===== config.mk =====
export PLATFORM = sky130hd
export DESIGN_NAME = two_key_hotkey_matcher
export DESIGN_NICKNAME = d
export VERILOG_FILES = /design/src/rtl/core/hkm_pkg.sv /design/src/rtl/core/two_key_hotkey_matcher.sv /design/src/rtl/core/hkm_queue.sv /design/src/rtl/core/hkm_front.sv /design/src/rtl/core/hkm_back.sv
export SDC_FILE = /design/constraint.sdc
export NUM_CORES = 1
export LEC_CHECK = 0
export BUFFER_PORTS_ARGS = -buffer_cell sky130_fd_sc_hd__buf_4
export CAP_MARGIN = 40
export CORE_MARGIN = 10
export CORE_UTILIZATION = 40
export CTS_CLUSTER_DIAMETER = 50
export DETAILED_ROUTE_END_ITERATION = 6
export REMOVE_ABC_BUFFERS = 1
export SYNTH_ARGS = -nofsm -noshare
export SYNTH_HDL_FRONTEND = slang
export SYNTH_HIERARCHICAL = 1
export SYNTH_SLANG_ARGS = --single-unit

===== constraint.sdc =====
create_clock -name clk -period 5.2 [get_ports clk]
set_input_delay 0.52 -clock clk [delete_from_list [all_inputs] [get_ports clk]]
set_output_delay 0.52 -clock clk [all_outputs]
set_load 0.02 [all_outputs]

===== src/rtl/core/hkm_pkg.sv =====
`timescale 1ns / 1ps

package hkm_pkg;

  localparam int KEY_W       = 8;
  localparam int MOD_W       = 3;
  localparam int IDX_W       = 4;
  localparam int HANDLE_W    = 8;
  localparam int TIMER_W     = 9;
  localparam int CFG_IDX_W   = 3;
  localparam int CFG_REGS    = 8;
  localparam int QUEUE_DEPTH = 2;

  localparam logic [MOD_W-1:0] SHIFT_BIT = 3'b001;
  localparam logic [MOD_W-1:0] CTRL_BIT  = 3'b010;
  localparam logic [MOD_W-1:0] ALT_BIT   = 3'b100;

  typedef enum logic [1:0] {
    OP_PRESS   = 2'd0,
    OP_RELEASE = 2'd1,
    OP_TICK    = 2'd2,
    OP_WRITE   = 2'd3
  } opcode_t;

  typedef enum logic [CFG_IDX_W-1:0] {
    CFG_LEFT_SHIFT    = 3'd0,
    CFG_RIGHT_SHIFT   = 3'd1,
    CFG_LEFT_CTRL     = 3'd2,
    CFG_RIGHT_CTRL    = 3'd3,
    CFG_LEFT_ALT      = 3'd4,
    CFG_RIGHT_ALT     = 3'd5,
    CFG_INSERT        = 3'd6,
    CFG_KEYPAD_INSERT = 3'd7
  } cfg_reg_t;

  typedef enum logic [1:0] {
    CMD_NOP   = 2'd0,
    CMD_PRESS = 2'd1,
    CMD_TICK  = 2'd2,
    CMD_WRITE = 2'd3
  } cmd_kind_t;

  typedef enum logic [2:0] {
    S_IDLE  = 3'b001,
    S_CHECK = 3'b010,
    S_SCAN  = 3'b100
  } back_state_t;

  typedef struct packed {
    opcode_t             opcode;
    logic [KEY_W-1:0]    keycode;
    logic [IDX_W-1:0]    entry_index;
    logic [KEY_W-1:0]    entry_first_key;
    logic [KEY_W-1:0]    entry_second_key;
    logic [MOD_W-1:0]    entry_modifiers;
    logic [HANDLE_W-1:0] entry_handle;
    logic                entry_valid;
  } item_t;

  typedef struct packed {
    logic                activated;
    logic [HANDLE_W-1:0] fired_handle;
    logic                matched;
    logic                waiting_second;
    logic [MOD_W-1:0]    modifiers_now;
  } result_t;

  typedef struct packed {
    logic [KEY_W-1:0]    first_key;
    logic [KEY_W-1:0]    second_key;
    logic [MOD_W-1:0]    modifiers;
    logic [HANDLE_W-1:0] handle;
  } entry_t;

  typedef struct packed {
    cmd_kind_t        kind;
    logic [KEY_W-1:0] key;
    logic [MOD_W-1:0] mods;
    logic [IDX_W-1:0] e_index;
    entry_t           e_data;
    logic             e_valid;
  } cmd_t;

  typedef struct packed {
    logic full;
    logic empty;
  } queue_status_t;

endpackage


===== src/rtl/core/two_key_hotkey_matcher.sv =====
// Each accepted item is written into the queue; the back end pops it when idle and
// registers its result and done. A key press may first check the awaited slot, then scan.
// While a press scans the table through the single read port, one slot per cycle, later
// items wait in a two-item queue, which absorbs bursts; busy shows the queue is full.
// Reset (rst, synchronous) clears the code registers, modifiers, queue, the wait and every table slot's valid bit.
// The receiver cannot stall: done marks each result for exactly one cycle.
`timescale 1ns / 1ps

module two_key_hotkey_matcher
  import hkm_pkg::*;
#(
  parameter int TABLE_SLOTS = 16,
  parameter int WAIT_TICKS  = 500
) (
  input  logic                 clk,
  input  logic                 rst,
  input  logic                 cfg_we,
  input  logic [CFG_IDX_W-1:0] cfg_index,
  input  logic [KEY_W-1:0]     cfg_data,
  input  logic                 start,
  input  item_t                item,
  output logic                 busy,
  output logic                 done,
  output result_t              result
);

  logic          push;
  logic          pop;
  cmd_t          cmd_in;
  cmd_t          cmd_head;
  queue_status_t status;

  hkm_front #(
    .TABLE_SLOTS(TABLE_SLOTS)
  ) u_front (
    .clk      (clk),
    .rst      (rst),
    .cfg_we   (cfg_we),
    .cfg_index(cfg_index),
    .cfg_data (cfg_data),
    .start    (start),
    .item     (item),
    .status   (status),
    .push     (push),
    .cmd      (cmd_in),
    .busy     (busy)
  );

  hkm_queue u_queue (
    .clk   (clk),
    .rst   (rst),
    .push  (push),
    .din   (cmd_in),
    .pop   (pop),
    .dout  (cmd_head),
    .status(status)
  );

  hkm_back #(
    .TABLE_SLOTS(TABLE_SLOTS),
    .WAIT_TICKS (WAIT_TICKS)
  ) u_back (
    .clk   (clk),
    .rst   (rst),
    .status(status),
    .head  (cmd_head),
    .pop   (pop),
    .done  (done),
    .result(result)
  );

endmodule


===== src/rtl/core/hkm_queue.sv =====
`timescale 1ns / 1ps

module hkm_queue
  import hkm_pkg::*;
(
  input  logic          clk,
  input  logic          rst,
  input  logic          push,
  input  cmd_t          din,
  input  logic          pop,
  output cmd_t          dout,
  output queue_status_t status
);

  localparam int PTR_W = (QUEUE_DEPTH > 1) ? $clog2(QUEUE_DEPTH) : 1;
  localparam int CNT_W = $clog2(QUEUE_DEPTH + 1);

  cmd_t             slots [QUEUE_DEPTH];
  logic [PTR_W-1:0] wr_ptr;
  logic [PTR_W-1:0] rd_ptr;
  logic [CNT_W-1:0] count;

  assign status.full  = (count == CNT_W'(QUEUE_DEPTH));
  assign status.empty = (count == '0);
  assign dout         = slots[rd_ptr];

  always_ff @(posedge clk) begin
    if (push) begin
      slots[wr_ptr] <= din;
    end
  end

  always_ff @(posedge clk) begin
    if (rst) begin
      wr_ptr <= '0;
      rd_ptr <= '0;
      count  <= '0;
    end else begin
      if (push) begin
        wr_ptr <= (wr_ptr == PTR_W'(QUEUE_DEPTH - 1)) ? '0 : wr_ptr + 1'b1;
      end
      if (pop) begin
        rd_ptr <= (rd_ptr == PTR_W'(QUEUE_DEPTH - 1)) ? '0 : rd_ptr + 1'b1;
      end
      case ({push, pop})
        2'b10:   count <= count + 1'b1;
        2'b01:   count <= count - 1'b1;
        default: count <= count;
      endcase
    end
  end

endmodule


===== src/rtl/core/hkm_front.sv =====
`timescale 1ns / 1ps

module hkm_front
  import hkm_pkg::*;
#(
  parameter int TABLE_SLOTS = 16
) (
  input  logic                 clk,
  input  logic                 rst,
  input  logic                 cfg_we,
  input  logic [CFG_IDX_W-1:0] cfg_index,
  input  logic [KEY_W-1:0]     cfg_data,
  input  logic                 start,
  input  item_t                item,
  input  queue_status_t        status,
  output logic                 push,
  output cmd_t                 cmd,
  output logic                 busy
);

  logic [KEY_W-1:0] cfg_regs [CFG_REGS];
  logic [MOD_W-1:0] mask;
  logic [MOD_W-1:0] mask_next;
  logic [MOD_W-1:0] mod_bit;

  assign busy = status.full;
  assign push = start && !status.full;

  always_ff @(posedge clk) begin
    if (rst) begin
      for (int i = 0; i < CFG_REGS; i++) begin
        cfg_regs[i] <= '0;
      end
    end else if (cfg_we) begin
      cfg_regs[cfg_index] <= cfg_data;
    end
  end

  always_comb begin
    if (item.keycode == cfg_regs[CFG_LEFT_SHIFT] || item.keycode == cfg_regs[CFG_RIGHT_SHIFT]) begin
      mod_bit = SHIFT_BIT;
    end else if (item.keycode == cfg_regs[CFG_LEFT_CTRL] ||
                 item.keycode == cfg_regs[CFG_RIGHT_CTRL]) begin
      mod_bit = CTRL_BIT;
    end else if (item.keycode == cfg_regs[CFG_LEFT_ALT] ||
                 item.keycode == cfg_regs[CFG_RIGHT_ALT]) begin
      mod_bit = ALT_BIT;
    end else begin
      mod_bit = '0;
    end
  end

  always_comb begin
    mask_next = mask;
    cmd.kind  = CMD_NOP;
    cmd.key   = (item.keycode == cfg_regs[CFG_KEYPAD_INSERT]) ? cfg_regs[CFG_INSERT]
                                                               : item.keycode;
    unique case (item.opcode)
      OP_PRESS: begin
        if (mod_bit != '0) begin
          mask_next = mask | mod_bit;
        end else begin
          cmd.kind = CMD_PRESS;
        end
      end
      OP_RELEASE: begin
        mask_next = mask & ~mod_bit;
      end
      OP_TICK: begin
        cmd.kind = CMD_TICK;
      end
      OP_WRITE: begin
        if (int'(item.entry_index) < TABLE_SLOTS) begin
          cmd.kind = CMD_WRITE;
        end
      end
      default: begin
        cmd.kind = CMD_NOP;
      end
    endcase
    cmd.mods              = mask_next;
    cmd.e_index           = item.entry_index;
    cmd.e_valid           = item.entry_valid;
    cmd.e_data.first_key  = item.entry_valid ? item.entry_first_key : '0;
    cmd.e_data.second_key = item.entry_valid ? item.entry_second_key : '0;
    cmd.e_data.modifiers  = item.entry_valid ? item.entry_modifiers : '0;
    cmd.e_data.handle     = item.entry_valid ? item.entry_handle : '0;
  end

  always_ff @(posedge clk) begin
    if (rst) begin
      mask <= '0;
    end else if (push) begin
      mask <= mask_next;
    end
  end

endmodule


===== src/rtl/core/hkm_back.sv =====
`timescale 1ns / 1ps

module hkm_back
  import hkm_pkg::*;
#(
  parameter int TABLE_SLOTS = 16,
  parameter int WAIT_TICKS  = 500
) (
  input  logic          clk,
  input  logic          rst,
  input  queue_status_t status,
  input  cmd_t          head,
  output logic          pop,
  output logic          done,
  output result_t       result
);

  localparam int SLOT_W = (TABLE_SLOTS > 1) ? $clog2(TABLE_SLOTS) : 1;
  localparam logic [SLOT_W-1:0] LAST_SLOT = SLOT_W'(TABLE_SLOTS - 1);

  entry_t              mem [TABLE_SLOTS];
  entry_t              rd_entry;
  logic [SLOT_W-1:0]   rd_addr;
  logic [SLOT_W-1:0]   wr_addr;
  logic                wr_en;
  logic [TABLE_SLOTS-1:0] vld;

  back_state_t         state;
  cmd_t                cur;
  logic [SLOT_W-1:0]   scan_idx;
  logic                pending;
  logic [SLOT_W-1:0]   pending_slot;
  logic [TIMER_W-1:0]  timer;

  logic                tick_keep;
  logic                write_cancel;
  logic                check_hit;
  logic                scan_hit;

  assign pop     = (state == S_IDLE) && !status.empty;
  assign wr_en   = pop && (head.kind == CMD_WRITE);
  assign wr_addr = SLOT_W'(head.e_index);

  always_comb begin
    unique case (state)
      S_IDLE:  rd_addr = pending ? pending_slot : '0;
      S_CHECK: rd_addr = '0;
      S_SCAN:  rd_addr = (scan_idx == LAST_SLOT) ? '0 : scan_idx + 1'b1;
      default: rd_addr = '0;
    endcase
  end

  always_ff @(posedge clk) begin
    if (wr_en) begin
      mem[wr_addr] <= head.e_data;
    end
    rd_entry <= mem[rd_addr];
  end

  assign tick_keep    = pending && (timer > TIMER_W'(1));
  assign write_cancel = pending && (pending_slot == wr_addr);
  assign check_hit    = (rd_entry.second_key == cur.key) && (rd_entry.modifiers == cur.mods);
  assign scan_hit     = vld[scan_idx] && (rd_entry.first_key == cur.key) &&
                        (rd_entry.modifiers == cur.mods);

  always_ff @(posedge clk) begin
    if (rst) begin
      state        <= S_IDLE;
      pending      <= 1'b0;
      pending_slot <= '0;
      timer        <= '0;
      vld          <= '0;
      scan_idx     <= '0;
      done         <= 1'b0;
    end else begin
      done <= 1'b0;
      unique case (state)
        S_IDLE: begin
          if (!status.empty) begin
            cur                  <= head;
            result.activated     <= 1'b0;
            result.fired_handle  <= '0;
            result.matched       <= 1'b0;
            result.modifiers_now <= head.mods;
            unique case (head.kind)
              CMD_NOP: begin
                result.waiting_second <= pending;
                done                  <= 1'b1;
              end
              CMD_TICK: begin
                pending               <= tick_keep;
                timer                 <= tick_keep ? timer - 1'b1 : '0;
                result.waiting_second <= tick_keep;
                done                  <= 1'b1;
              end
              CMD_WRITE: begin
                vld[wr_addr] <= head.e_valid;
                if (write_cancel) begin
                  pending <= 1'b0;
                  timer   <= '0;
                end
                result.waiting_second <= pending && !write_cancel;
                done                  <= 1'b1;
              end
              CMD_PRESS: begin
                scan_idx <= '0;
                state    <= pending ? S_CHECK : S_SCAN;
              end
              default: begin
                result.waiting_second <= pending;
                done                  <= 1'b1;
              end
            endcase
          end
        end
        S_CHECK: begin
          pending <= 1'b0;
          timer   <= '0;
          if (check_hit) begin
            result.activated      <= 1'b1;
            result.fired_handle   <= rd_entry.handle;
            result.matched        <= 1'b1;
            result.waiting_second <= 1'b0;
            done                  <= 1'b1;
            state                 <= S_IDLE;
          end else begin
            state <= S_SCAN;
          end
        end
        S_SCAN: begin
          if (scan_hit) begin
            result.matched <= 1'b1;
            if (rd_entry.second_key == '0) begin
              result.activated      <= 1'b1;
              result.fired_handle   <= rd_entry.handle;
              result.waiting_second <= pending;
            end else begin
              pending               <= 1'b1;
              pending_slot          <= scan_idx;
              timer                 <= TIMER_W'(WAIT_TICKS);
              result.waiting_second <= 1'b1;
            end
            done  <= 1'b1;
            state <= S_IDLE;
          end else if (scan_idx == LAST_SLOT) begin
            result.waiting_second <= pending;
            done                  <= 1'b1;
            state                 <= S_IDLE;
          end else begin
            scan_idx <= scan_idx + 1'b1;
          end
        end
        default: begin
          state <= S_IDLE;
        end
      endcase
    end
  end

endmodule


==> impl_metrics.env, run 1 <==
export IMPL_drt_total_wl_mm=57.7
export IMPL_grtUsageTotal_pct=14.9
export IMPL_ys_seq_area_share_pct=73.2
export IMPL_io_pins=73
export IMPL_grt_max_degree=97
export IMPL_dr_pass1_iters=5
export IMPL_synthFlopType="edfxtp_1"
export IMPL_ctsResizeCount=0
export IMPL_synth_top_area_share_pct=67.8
export IMPL_syn_area_per_cell_sq_um=18.2
export IMPL_h_tree_depth=3
export IMPL_whs_endpoint="u_queue/slots[0][31]$_DFFE_PP_"
export IMPL_initialDrtViolationCount=908
export IMPL_critPathCaptureType="flip-flop"
export IMPL_cp_max_fo=32
export IMPL_wl_per_cell_microns=22.8
export IMPL_finalSetupViolCount=0
export IMPL_comb_power_share_pct=10.2
export IMPL_r2r_setup_slack_ns=1.62
export IMPL_status="complete, no violations"
export IMPL_timing_final_crit_share_pct=68.9
export IMPL_drc=0
export IMPL_area_growth_pct=16.2
export IMPL_tightestPinTransition_ns=0.866
export IMPL_die_height_microns=280
export IMPL_vias_per_cell=5.29
export IMPL_hpwl_mm=35.7
export IMPL_max_slew_margin_pct=41.5
export IMPL_cts_num_sinks=681
export IMPL_dpl_instance_area_sq_um=28800
export IMPL_worstSetupStartpointType="flip-flop"
export IMPL_diodes=0
export IMPL_final_hold_viol_count=0
export IMPL_clk_pin_slew_worst_paths_ns=0.06
export IMPL_grt_pass1_vias=14100
export IMPL_core_sq_um=66900
export IMPL_power_density_nw_per_um2=428
export IMPL_final_cell_area_sq_um=31300
export IMPL_arrival_ns=4.03
export IMPL_fin_tns_setup_ns=0
export IMPL_peakVddDrop_uv=215
export IMPL_vias=13400
export IMPL_async_reset_ff_share_pct=0
export IMPL_dieArea_sq_um=78100
export IMPL_hold_buffers=0
export IMPL_final_cell_mix="edfxtp_1 (608), mux4_2 (111), and2_1 (104), buf_4 (95), clkbuf_16 (81)"
export IMPL_layout_commonest_cell="edfxtp_1"
export IMPL_synth_seq_cells=681
export IMPL_place_inst=2387
export IMPL_fillers=5602
export IMPL_synth_area_leaders="edfxtp_1 (68%), mux4_2 (9.3%), dfxtp_1 (5.4%), and2_1 (2.4%), mux2_2 (2.4%)"
export IMPL_hold_class="primary input to flip-flop"
export IMPL_crit_required_ns=5.65
export IMPL_stdcell_count=2530
export IMPL_antenna_found_initial=0
export IMPL_maxSlewViolCount=0
export IMPL_fin_skew_ns=0.0274
export IMPL_syn_cell_area_sq_um=26900
export IMPL_hold_path_depth=1
export IMPL_cts_setup_buffers=0
export IMPL_rsz0062_at_grt="no"
export IMPL_io_buffers=72
export IMPL_p_switching_mw=3.21
export IMPL_crit_reg2reg_capture="u_back/vld[10]$_SDFFE_PP0P_"
export IMPL_drive_gt1_share_pct=27.1
export IMPL_p_sw_share_pct=24.0
export IMPL_cts_made_buffers=77
export IMPL_synth_edf_count=608
export IMPL_tritoncts="built"
export IMPL_clockPowerShare_pct=39.7
export IMPL_clock_latency_ns=0.61
export IMPL_yosysTopAreaCell="edfxtp_1"
export IMPL_die_w_microns=280
export IMPL_cts_root_buf="clkbuf_16"
export IMPL_grt_pass1_wl_mm=87.8
export IMPL_p_int_mw=10.2
export IMPL_nets=1654
export IMPL_crit_type="flip-flop to flip-flop"
export IMPL_netlist_instances=1481
export IMPL_place_gp_congestion=0.805
export IMPL_antenna_left=0
export IMPL_overflow=0
export IMPL_yosys_warnings=6
export IMPL_pwr_share_seq_pct=50.0
export IMPL_fmax_ghz=0.279
export IMPL_cellLeakagePower_nw=10.3
export IMPL_min_from="item[31]"
export IMPL_synthDistinctLibCells=60
export IMPL_power_mw=13.4
export IMPL_clockBufferDepth=3
export IMPL_period_minus_slack_ns=3.58
export IMPL_maxCapViolations=0
export IMPL_initial_core_util_pct=40.3
export IMPL_r2r_cells=9
export IMPL_rows=95
==> metal layers <==
metal  vias to the layer above  global-route usage, %  part of all wire [%]
met5                         -                      0                     0
met4                         0                   4.48                   1.9
met3                        83                   2.66                   4.8
met2                       315                   26.4                    53
met1                      6943                   18.2                    40
li1                       6048                      -                     -
==> cell usage after synthesis, types with 11 or more instances <==
master      n
nor2_1     58
nand2b_1   11
mux2_2     57
a22oi_1    57
o21ai_0    20
xnor2_1    32
buf_2      16
and2_1    105
xor2_1     53
clkbuf_1   34
mux2i_1    19
nand3_1    12
mux4_2    111
dfxtp_1    73
buf_4      13
nand2_1    51
edfxtp_1  608
a21oi_1    22
==> worst max-delay path by stage <==
stage	cells after the start	slack, ns	end	start
finish	9	1.62	u_back/vld[10]$_SDFFE_PP0P_	flip-flop
global route	9	1.46	u_back/vld[10]$_SDFFE_PP0P_	flip-flop
CTS	9	1.60	u_back/vld[10]$_SDFFE_PP0P_	flip-flop
detailed placement	9	1.61	u_back/vld[10]$_SDFFE_PP0P_	flip-flop
global placement	9	1.72	u_back/vld[10]$_SDFFE_PP0P_	flip-flop
floorplan	7	-1.87	u_back/rd_entry[0]$_DFF_P_	u_back/scan_idx[1]$_SDFFE_PP0P_
==> power by group through the flow <==
stage	Clock, mW	Combinational [mW]	Sequential, mW
6_report	5.32	1.37	6.70
5_1_grt	5.70	1.51	6.73
4_1_cts	5.46	1.41	6.71
3_5_place_dp	0	1.40	6.82
3_3_place_gp	0	1.35	6.81
2_1_floorplan	0	0.809	6.84
==> area by class of cell <==
cell class / instances / area (sq um) / share of cell area [%]
Sequential cell: 681 / 19700 / 63.0
Timing Repair Buffer: 107 / 993 / 3.17
Tap cell: 873 / 1090 / 3.49
Multi-Input combinational cell: 718 / 6910 / 22.1
Inverter: 8 / 30.0 / 0.0959
Clock buffer: 97 / 2130 / 6.80
Clock inverter: 46 / 420 / 1.34
==> critical path, stage by stage (launching register included) <==
cell and delay [ns]:
dfxtp_2 0.53, buf_4 0.50, mux2_2 0.30, nand2_1 0.13, nor2_1 0.22, nand3b_1 0.34, nor2_4 0.72, buf_4 0.39
mux2i_1 0.21, nor2_1 0.05
==> cell families (layout without fill, tap and decap cells) <==
group	count (synthesis)	after routing	synth area share, %
flops	681	681	73.2
mux	187	187	12.4
compound gates	130	130	3.29
xor+xnor	86	86	2.82
buf+inv	82	258	1.72
simple gates	311	311	6.43
fa+ha+maj	4	4	0.186
==> state kept, by name, indices dropped and copies added (netlist names), 2 cells and up, named ones only <==
signal,cells
u_back/cur,11
u_back/mem,432
u_back/pending_slot,4
u_back/rd_entry,27
u_back/result,11
u_back/scan_idx,4
u_back/state,3
u_back/timer,9
u_back/vld,16
u_front/cfg_regs,64
u_front/mask,3
u_queue/count,2
u_queue/slots,90
==> per-stage QoR <==
step | worst slack, ns | util (%) | hold WS (ns)
global route | 1.46 | 46.8 | 0.0732
CTS | 1.60 | 46.8 | 0.0575
global placement | 1.72 | 42.6 | 0.466
detailed placement | 1.61 | 43.0 | 0.468
floorplan | -1.87 | - | 0.444
finish | 1.62 | 46.8 | 0.0965
(Power assumes the default switching activity.)
==> run 2: changes to the inputs <==
- ABC_AREA: not set -> 1
- clock period: 5.2 -> 3.2 ns (I/O delays scaled with it)
==> run 2 against run 1 <==
Effect of this change:
- sequential power is 67% higher
- power is 83% higher
- synthesized cell count up 56%
- register-to-register slack got worse by 1.0 ns
- design area up 7.3%
- critical path depth increased by 4
- flip-flop and latch count did not move
- die area up 5.7%
- critical endpoint is now u_back/rd_entry[6]$_DFF_P_
- highest routed layer is now met5
==> impl_metrics.env, run 2 <==
export IMPL_cts_setup_buffers=0
export IMPL_max_slew_margin_pct=42.6
export IMPL_largest_register_ffs=432
export IMPL_io_buffers=72
export IMPL_synthDistinctLibCells=47
export IMPL_cts_num_sinks=681
export IMPL_cts_root_buf="clkbuf_16"
export IMPL_worstSetupStartpointType="flip-flop"
export IMPL_grtUsageTotal_pct=16.6
export IMPL_rows=97
export IMPL_dieArea_sq_um=82600
export IMPL_power_density_nw_per_um2=728
export IMPL_power_mw=24.5
export IMPL_vias=18000
export IMPL_crit_required_ns=3.72
export IMPL_synth_edf_count=608
export IMPL_rsz0062_at_grt="no"
export IMPL_antenna_left=0
export IMPL_period_minus_slack_ns=2.61
export IMPL_yosysMostFrequentCell="edfxtp_1"
export IMPL_diodes=0
export IMPL_synth_area_leaders="edfxtp_1 (64%), dfxtp_1 (5.1%), o211ai_1 (5.0%), nand2_1 (3.8%), nand3_1 (3.5%)"
export IMPL_fin_skew_ns=0.0370
export IMPL_hold_ws_ns=0.0371
export IMPL_fillers=6155
export IMPL_antenna_found_initial=1
export IMPL_hpwl_mm=41.6
export IMPL_hold_class="primary input to flip-flop"
export IMPL_async_reset_ff_share_pct=0
export IMPL_area_growth_pct=17.4
export IMPL_timing_final_crit_share_pct=81.7
export IMPL_nets=2493
export IMPL_place_gp_congestion=0.851
export IMPL_h_tree_depth=3
export IMPL_ctsResizeCount=0
export IMPL_final_hold_viol_count=0
export IMPL_netlist_instances=2309
export IMPL_layout_commonest_cell="edfxtp_1"
export IMPL_initialDrtViolationCount=1627
export IMPL_yosys_warnings=6
export IMPL_slowest_delay_ns=0.57
export IMPL_grt_pass1_vias=18200
export IMPL_arrival_ns=3.14
export IMPL_wl_per_cell_microns=20.2
export IMPL_synth_common_cells="edfxtp_1 (608), nand2_1 (293), nor2_1 (213)"
export IMPL_overflow=0
export IMPL_fmax_ghz=0.382
export IMPL_synth_seq_cells=681
export IMPL_tightestPinTransition_ns=0.861
export IMPL_critPathCaptureType="flip-flop"
export IMPL_tritoncts="built"
export IMPL_clock_latency_ns=0.64
export IMPL_drc=0
export IMPL_clk_pin_slew_worst_paths_ns=0.05
export IMPL_status="complete, no violations"
export IMPL_clockBufferDepth=3
export IMPL_synthFlopType="edfxtp_1"
export IMPL_drive_gt1_share_pct=16.8
export IMPL_maxSlewViolCount=0
export IMPL_crit_type="flip-flop to flip-flop"
export IMPL_drt_total_wl_mm=69.5
export IMPL_die_height_microns=287
export IMPL_top_regs="u_back/mem x432, u_queue/slots x90, u_front/cfg_regs x64"
export IMPL_cts_made_buffers=80
export IMPL_worstPathCellList="ha_1, nand2_1, inv_2, nand2_2, inv_2, nor2_1, a21oi_4, buf_4, nor2_1, o21ai_0, nand3_1, nand3_1, nand2_1"
export IMPL_io_pins=73
export IMPL_maxCapViolations=0
export IMPL_cp_max_fo=13
export IMPL_yosysTopAreaCell="edfxtp_1"
export IMPL_core_sq_um=70400
export IMPL_initial_core_util_pct=40.6
export IMPL_hold_buffers=26
export IMPL_vias_per_cell=5.22
export IMPL_ys_seq_area_share_pct=69.0
export IMPL_dr_pass1_iters=6
export IMPL_cellLeakagePower_nw=12.2
export IMPL_grt_max_degree=72
export IMPL_die_w_microns=287
export IMPL_final_cell_mix="edfxtp_1 (608), nand2_1 (293), nand3_1 (202), nor2_1 (196), inv_1 (192)"
export IMPL_syn_cell_area_sq_um=28600
export IMPL_slowest_stage="dfxtp_1"
export IMPL_regMostFlops="u_back/mem"
export IMPL_syn_area_per_cell_sq_um=12.4
export IMPL_synth_top_area_share_pct=63.9
export IMPL_grt_pass1_wl_mm=107
export IMPL_peakVddDrop_uv=412
export IMPL_finalSetupViolCount=0
-- run 2: worst paths after layout --
path	startpoint	to	slack (ns)	depth (start not counted)
setup / recovery	u_back/scan_idx[0]$_SDFFE_PP0P_	u_back/rd_entry[6]$_DFF_P_	0.59	13
hold / removal	rst	u_back/timer[3]$_SDFFE_PP0P_	0.04	2
setup reg to reg	u_back/scan_idx[0]$_SDFFE_PP0P_	u_back/rd_entry[6]$_DFF_P_	0.59	13
hold reg to reg	u_back/timer[7]$_SDFFE_PP0P_	u_back/timer[7]$_SDFFE_PP0P_	0.51	2
-- run 2: cell type report --
cell class	count	area [sq um]	share of cell area (%)
multi-input combinational	1305	7560	22.5
tap	940	1180	3.50
inverter	202	763	2.27
clock inverter	41	480	1.43
timing repair buffer	162	1640	4.90
clock buffer	108	2220	6.61
sequential	681	19700	58.8
-- run 2: logic make-up (layout without fill, tap and decap cells) --
kind of cell / after synthesis / in the layout / synth area share, %
DFF: 681 / 681 / 69.0
AOI/OAI and AO/OA: 311 / 311 / 7.30
xor gates and xnor gates: 68 / 68 / 2.08
buffers and inverters: 323 / 513 / 5.13
adders and majority gates: 4 / 4 / 0.175
and+or+nand+nor: 877 / 877 / 14.0
muxes: 45 / 45 / 2.30
-- run 2: metrics by stage --
step	setup WS [ns]	instances	setup TNS [ns]	utilization, %	cell area, sq um
2_1_floorplan	-1.20	2188	-561.02	-	27900
3_3_place_gp	0.548	3263	0	43.5	30600
3_5_place_dp	0.608	3264	0	43.5	30600
4_1_cts	0.592	3439	0	47.7	33600
5_1_grt	0.394	3439	0	47.7	33600
6_report	0.585	3439	0	47.7	33600
-- run 2: layer usage --
| metal | global-route usage [%] | share of wire [%] |
|---|---|---|
| met1 | 21.8 | 44 |
| met2 | 27.5 | 48 |
| met3 | 3.30 | 5.6 |
| met4 | 5.16 | 2.4 |
| met5 | 0 | 0.016 |
-- run 2: report_power, final --
part           internal [mW]  leakage (nW)  total [mW]  switching (mW)
logic                   1.44          4.69        4.16            2.72
clock network           5.36          1.31        9.05            3.69
registers               10.9          6.18        11.2           0.349
-- run 2: worst max-delay path, delay by kind of cell, from the launching register on --
kind	cells	cell delay, ns
AND/OR/NAND/NOR	7	0.53
buffers and inverters	3	0.53
AO/OA/AOI/OAI	2	0.63
adder cells (fa/ha/maj)	1	0.24
flip-flops	1	0.57
